$ cat config.mk
export PLATFORM = sky130hd
export DESIGN_NAME = bmg_sqrt
export DESIGN_NICKNAME = d
export VERILOG_FILES = /design/src/sv/bmg_pkg.sv /design/src/sv/bmg_sqrt.sv
export SDC_FILE = /design/constraint.sdc
export NUM_CORES = 2
export LEC_CHECK = 0
export ABC_AREA = 1
export BUFFER_PORTS_ARGS = -buffer_cell sky130_fd_sc_hd__buf_2
export CAP_MARGIN = 10
export CORE_UTILIZATION = 58
export DETAILED_ROUTE_END_ITERATION = 16
export PLACE_DENSITY_LB_ADDON = 0.2
export SYNTH_ARGS = -nofsm -noshare
export SYNTH_HDL_FRONTEND = slang
export SYNTH_SLANG_ARGS = --single-unit
$ cat constraint.sdc
create_clock -name clock -period 5.1 [get_ports clock]
set_input_delay 0.51 -clock clock [delete_from_list [all_inputs] [get_ports clock]]
set_output_delay 0.51 -clock clock [all_outputs]
set_load 0.01 [all_outputs]
$ cat src/sv/bmg_pkg.sv
// bmg_pkg: shared types, widths, stage counts and constants for the gaussian generator
// used by every module of the block; depends on nothing
`timescale 1ns / 1ps
`default_nettype none
package bmg_pkg;

   typedef struct packed {
      logic [31:0] radius_word;
      logic [31:0] angle_word;
   } req_type;

   typedef struct packed {
      logic signed [23:0] cosine_sample;
      logic signed [23:0] sine_sample;
   } rsp_type;

   localparam logic [7:0] CSR_MEAN = 8'd0;
   localparam logic [7:0] CSR_DEV  = 8'd1;

   localparam int LOG_W      = 21;
   localparam int SQ_W       = 38;
   localparam int ROOT_W     = 20;
   localparam int TRIG_W     = 33;
   localparam int FRAC_STEPS = 16;
   localparam int SQRT_STEPS = 19;

   localparam int LOG2_LAT  = FRAC_STEPS + 2;
   localparam int SQRT_LAT  = SQRT_STEPS + 1;
   localparam int TRIG_LAT  = 6;
   localparam int SCALE_LAT = 3;
   localparam int ANG_DLY   = LOG2_LAT + SQRT_LAT - TRIG_LAT;
   localparam int TOTAL_LAT = LOG2_LAT + SQRT_LAT + 1 + SCALE_LAT;

   localparam logic [16:0] TWO_LN2_Q16 = 17'd90852;
   localparam logic [16:0] T_ONE       = 17'h10000;

   localparam logic signed [TRIG_W-1:0] SIN_COEF [5] = '{
      33'sd1686629713, -33'sd693598669, 33'sd85569306, -33'sd5026995, 33'sd172272
   };

   localparam logic signed [23:0] SAT_HI = 24'sh7FFFFF;
   localparam logic signed [23:0] SAT_LO = -24'sh800000;

   // fraction of log2 for a normalized mantissa, elaboration only
   function automatic logic [LOG_W-1:0] log2_norm(input logic [31:0] m0);
      logic [63:0] m;
      logic [15:0] frac;
      m = 64'(m0);
      frac = '0;
      for (int i = 0; i < FRAC_STEPS; i++) begin
         m = (m * m) >> 31;
         frac = {frac[14:0], 1'b0};
         if (m >= 64'h1_0000_0000) begin
            frac[0] = 1'b1;
            m = m >> 1;
         end
      end
      return {5'd31, frac};
   endfunction

   localparam logic [LOG_W-1:0] LOG2_MAX = log2_norm(32'hFFFFFFFF);

endpackage
`default_nettype wire

$ cat src/sv/bmg_sqrt.sv
// bmg_sqrt: radius r = floor(sqrt(-2 ln u)) from the log2 value, one root bit per stage
// depends on bmg_pkg
`timescale 1ns / 1ps
`default_nettype none
module bmg_sqrt import bmg_pkg::*; (
   input  logic              clock,
   input  logic              reset,
   input  logic              in_valid,
   input  logic [LOG_W-1:0]  in_log,
   output logic              out_valid,
   output logic [ROOT_W-1:0] out_root
);

   logic [LOG_W-1:0]    dist_in;
   logic [SQ_W-1:0]     rad_ff [0:SQRT_STEPS];
   logic [SQ_W-1:0]     res_ff [0:SQRT_STEPS];
   logic [SQRT_LAT-1:0] vld_ff;

   assign dist_in = (in_log < LOG2_MAX) ? LOG2_MAX - in_log : '0;

   always_ff @(posedge clock) begin
      if (reset) begin
         vld_ff <= '0;
      end else begin
         vld_ff <= {vld_ff[SQRT_LAT-2:0], in_valid};
      end
   end

   always_ff @(posedge clock) begin
      rad_ff[0] <= SQ_W'(dist_in) * SQ_W'(TWO_LN2_Q16);
      res_ff[0] <= '0;
   end

   for (genvar k = 0; k < SQRT_STEPS; k++) begin : g_bit
      localparam logic [SQ_W-1:0] BIT = SQ_W'(1) << (2 * (SQRT_STEPS - 1 - k));
      logic [SQ_W-1:0] trial;
      logic            take;
      assign trial = res_ff[k] + BIT;
      assign take  = rad_ff[k] >= trial;
      always_ff @(posedge clock) begin
         rad_ff[k+1] <= take ? rad_ff[k] - trial : rad_ff[k];
         res_ff[k+1] <= take ? (res_ff[k] >> 1) + BIT : res_ff[k] >> 1;
      end
   end

   assign out_valid = vld_ff[SQRT_LAT-1];
   assign out_root  = res_ff[SQRT_STEPS][ROOT_W-1:0];

endmodule
`default_nettype wire

==> impl_metrics.py <==
metrics = {
    "detailed_routing": {
        "dr.pass1.iters": 7,
        "wl_met3_mm": 8.21,
        "initialDrtViolationCount": 3392,
        "drt_drc_violations_left": 0,
        "routed-wl-met2_mm": 52.8,
        "vias": 36500,
        "met1Wirelength_mm": 55.0,
        "top_layer": "met4",
        "detail_route.wl_per_cell_um": 17.4,
        "routed_via_density": 5.34,
        "drt-total-wl_mm": 119,
        "ant_nets": 0,
    },
    "synthesis": {
        "dominantRegCellSynth": "dfxtp_1",
        "synthesis.instances": 5679,
        "synth_top_cell_by_area": "dfxtp_1",
        "post_synthesis_cell_area_um2": 44200,
        "synth_cell_type_count": 61,
        "warning_count_from_the_yosys_run": 0,
        "synth_largest_type_area_fraction": 0.405,
        "synthArstFlopShare": 0,
        "postSynthAreaPerCell_um2": 7.78,
        "synth_enable_flop_cells": 0,
        "synth_seq_area_share": 0.405,
        "ys_ff_latch": 894,
        "yosys-top-cells-area": "dfxtp_1 41%, nand2_1 12%, ha_1 10%",
        "mappedNetlistNets": 6143,
    },
    "critical_path": {
        "timing.setup.critical_path_class": "input port to register",
        "critPathMaxFanout": 10,
        "crit_path_cell_trace": "buf_2 -> inv_1 -> ha_1 -> ha_1 -> xor2_1 -> fa_1 -> inv_1 -> fa_1 -> fa_1 -> ha_1 -> ha_1 -> inv_1 -> o21ai_0 -> a21boi_0 -> buf_4 -> o21bai_1 -> a21oi_1 -> nand2_1 -> nand2_1 -> nand2_1",
        "critical_path.slowest_cell": "fa_1",
        "timing.critical_path.buf_inv": 5,
        "crit_path_frequent_cell": "ha_1",
        "critPathLaunchType": "input port",
        "critical_path_arrival_ns": 4.94,
        "worst_setup_path_end_kind": "register",
        "worst_path_dominant_cell_family": "adder cells",
        "critPathMaxStageDelay_ns": 0.52,
        "worst-endpoint-required_ns": 5.63,
    },
    "timing": {
        "setup_viol": 0,
        "slew_headroom": 0.383,
        "timing.final.hold_violations": 0,
        "fin_tns_setup_ns": 0,
        "timing.clock.skew_ns": 0.0241,
        "worst-slew-pin-transition_ns": 0.924,
        "min_period_over_period": 0.865,
        "slew_viol_final": 0,
        "layout_min_cycle_time_ns": 4.41,
        "grt_setup_unrepaired": "false",
        "timing.final.ws_setup_ns": 0.689,
        "peak_freq_mhz": 227,
    },
    "clocking": {
        "postCtsHoldBufs": 0,
        "clk_pin_slew_worst_paths_ns": 0.07,
        "h_tree_level_count": 3,
        "cts.sink_count": 894,
        "cts_inserted_buffers": 89,
        "cts_tree": "done",
        "clockBufferDepth": 3,
        "cts-root-buf": "clkbuf_16",
        "cts-resized-gates": 0,
        "post-cts-setup-buffer-count": 0,
        "insertion_delay_ns": 0.65,
    },
    "grt": {
        "globalRoute.totalOverflow": 0,
        "globalRouteTotalUtil": 0.308,
        "first_pass_grt_wire_length_mm": 187,
        "initial_antenna_violation_count": 1,
        "pin_count_of_the_biggest_net_entering_global_routing": 45,
        "vias_in_the_first_global_route": 34900,
    },
    "placement": {
        "detailedPlace.worstSlack_ns": 0.0398,
        "dpl.hpwl_mm": 96.5,
        "placement.io_buffers": 43,
        "routabilityCongestion": 0.985,
        "placed_cell_area_um2": 45400,
    },
    "finish": {
        "num-fill-cells": 6546,
        "multiInputGateArea_um2": 22700,
        "most_frequent_standard_cell_in_the_layout_excluding_fill_and_tap_cells": "nand2_1",
        "finish.net_count": 6244,
        "final-seq-area_um2": 17900,
        "drive_above_1_share": 0.0509,
        "most-common-layout-cells": "1372 x nand2_1, 894 x dfxtp_1, 846 x inv_1, 552 x nor2_1, 357 x ha_1",
        "fin_area_um2": 48500,
        "areaGrowthSynthToFinish_pct": 9.70,
    },
    "run_status": {
        "status": "finished, final reports clean",
    },
    "power": {
        "power.density_cell_area_nw_per_um2": 767,
        "total_power_w": 0.0372,
        "leakage_nw": 24.5,
        "peakVddDrop_v": 0.000497,
    },
    "die": {
        "design.die.area_um2": 77300,
        "die_x_um": 278,
        "core_um2": 74900,
        "die_h_um": 278,
        "rows": 100,
        "effective_utilization_at_floorplan": 0.589,
        "ioPinCount": 45,
    },
    "min_path": {
        "timing.hold.worst.class": "input port to register",
    },
    "flow_run": {
        "max_cap_viol_count": 0,
    },
}
registers in the layout, summed over array words and instances (netlist names):
name / flops
rad_ff: 684
res_ff: 190
vld_ff: 20
synth_stat cells (all sizes together), types with 3 or more instances:
cell / instances
nand2: 1380
dfxtp: 894
inv: 853
nor2: 567
ha: 357
a21oi: 311
nand3: 255
o21ai: 220
nand4: 131
xor2: 131
xnor2: 103
nor3: 95
fa: 83
nor4: 53
nand3b: 41
buf: 40
a21o: 35
o21bai: 26
clkbuf: 20
or2: 20
a21boi: 12
and2: 9
o211ai: 7
a211oi: 6
o21a: 6
a31oi: 5
and3: 3
nor2b: 3
path summary, 6_finish.rpt:
path                       from              to  slack, ns  cells past startpoint
setup / recovery      in_log[8]   rad_ff[0][37]       0.69                     20
hold / removal         in_valid       vld_ff[0]       0.09                      3
hold reg to reg   rad_ff[0][14]   rad_ff[1][14]       0.33                      0
setup reg to reg  res_ff[3][23]  rad_ff[13][32]       1.96                      8
per-stage QoR:
stage | instances | hold WS (ns) | util
2_1_floorplan | 5679 | 0.310 | -
3_3_place_gp | 6658 | 0.310 | 0.606
3_5_place_dp | 6658 | 0.312 | 0.606
4_1_cts | 6819 | 0.0686 | 0.647
5_1_grt | 6819 | 0.0937 | 0.647
6_report | 6820 | 0.0914 | 0.647
layout make-up:
class | count | share of cell area
Antenna cell | 1 | 0.0000516
Clock buffer | 121 | 0.0522
Sequential cell | 894 | 0.369
Inverter | 854 | 0.0663
Tap cell | 969 | 0.0250
Timing Repair Buffer | 70 | 0.00862
Clock inverter | 40 | 0.0111
Multi-Input combinational cell | 3871 | 0.467
routing by layer:
metal / track usage / up-vias
met4: 0.0868 / 0
li1: - / 18300
met5: 0 / -
met1: 0.431 / 16800
met2: 0.498 / 1147
met3: 0.0407 / 166
where the power goes:
part,internal [W],total (W),switching [W]
sequential,0.0102,0.0129,0.00269
clock,0.00397,0.00675,0.00278
combinational,0.00635,0.0175,0.0112
tightest hold or removal path, delay by kind of cell:
family        cells  cell delay (ns)
simple gates      1             0.04
buf+inv           2             0.14
logic make-up (layout without fill, tap and decap cells):
logic type               Yosys count  in the layout  share of synthesized area
AO/OA/AOI/OAI                    634            634                     0.0797
AND/OR/NAND/NOR                 2562           2562                      0.248
flip-flops                       894            894                      0.405
other                              1              2                  0.0000849
buffers and inverters            914           1085                     0.0821
XOR/XNOR                         234            234                     0.0464
adder cells (fa/ha/maj)          440            440                      0.139
Note: power is estimated with default switching activity, not from simulation.
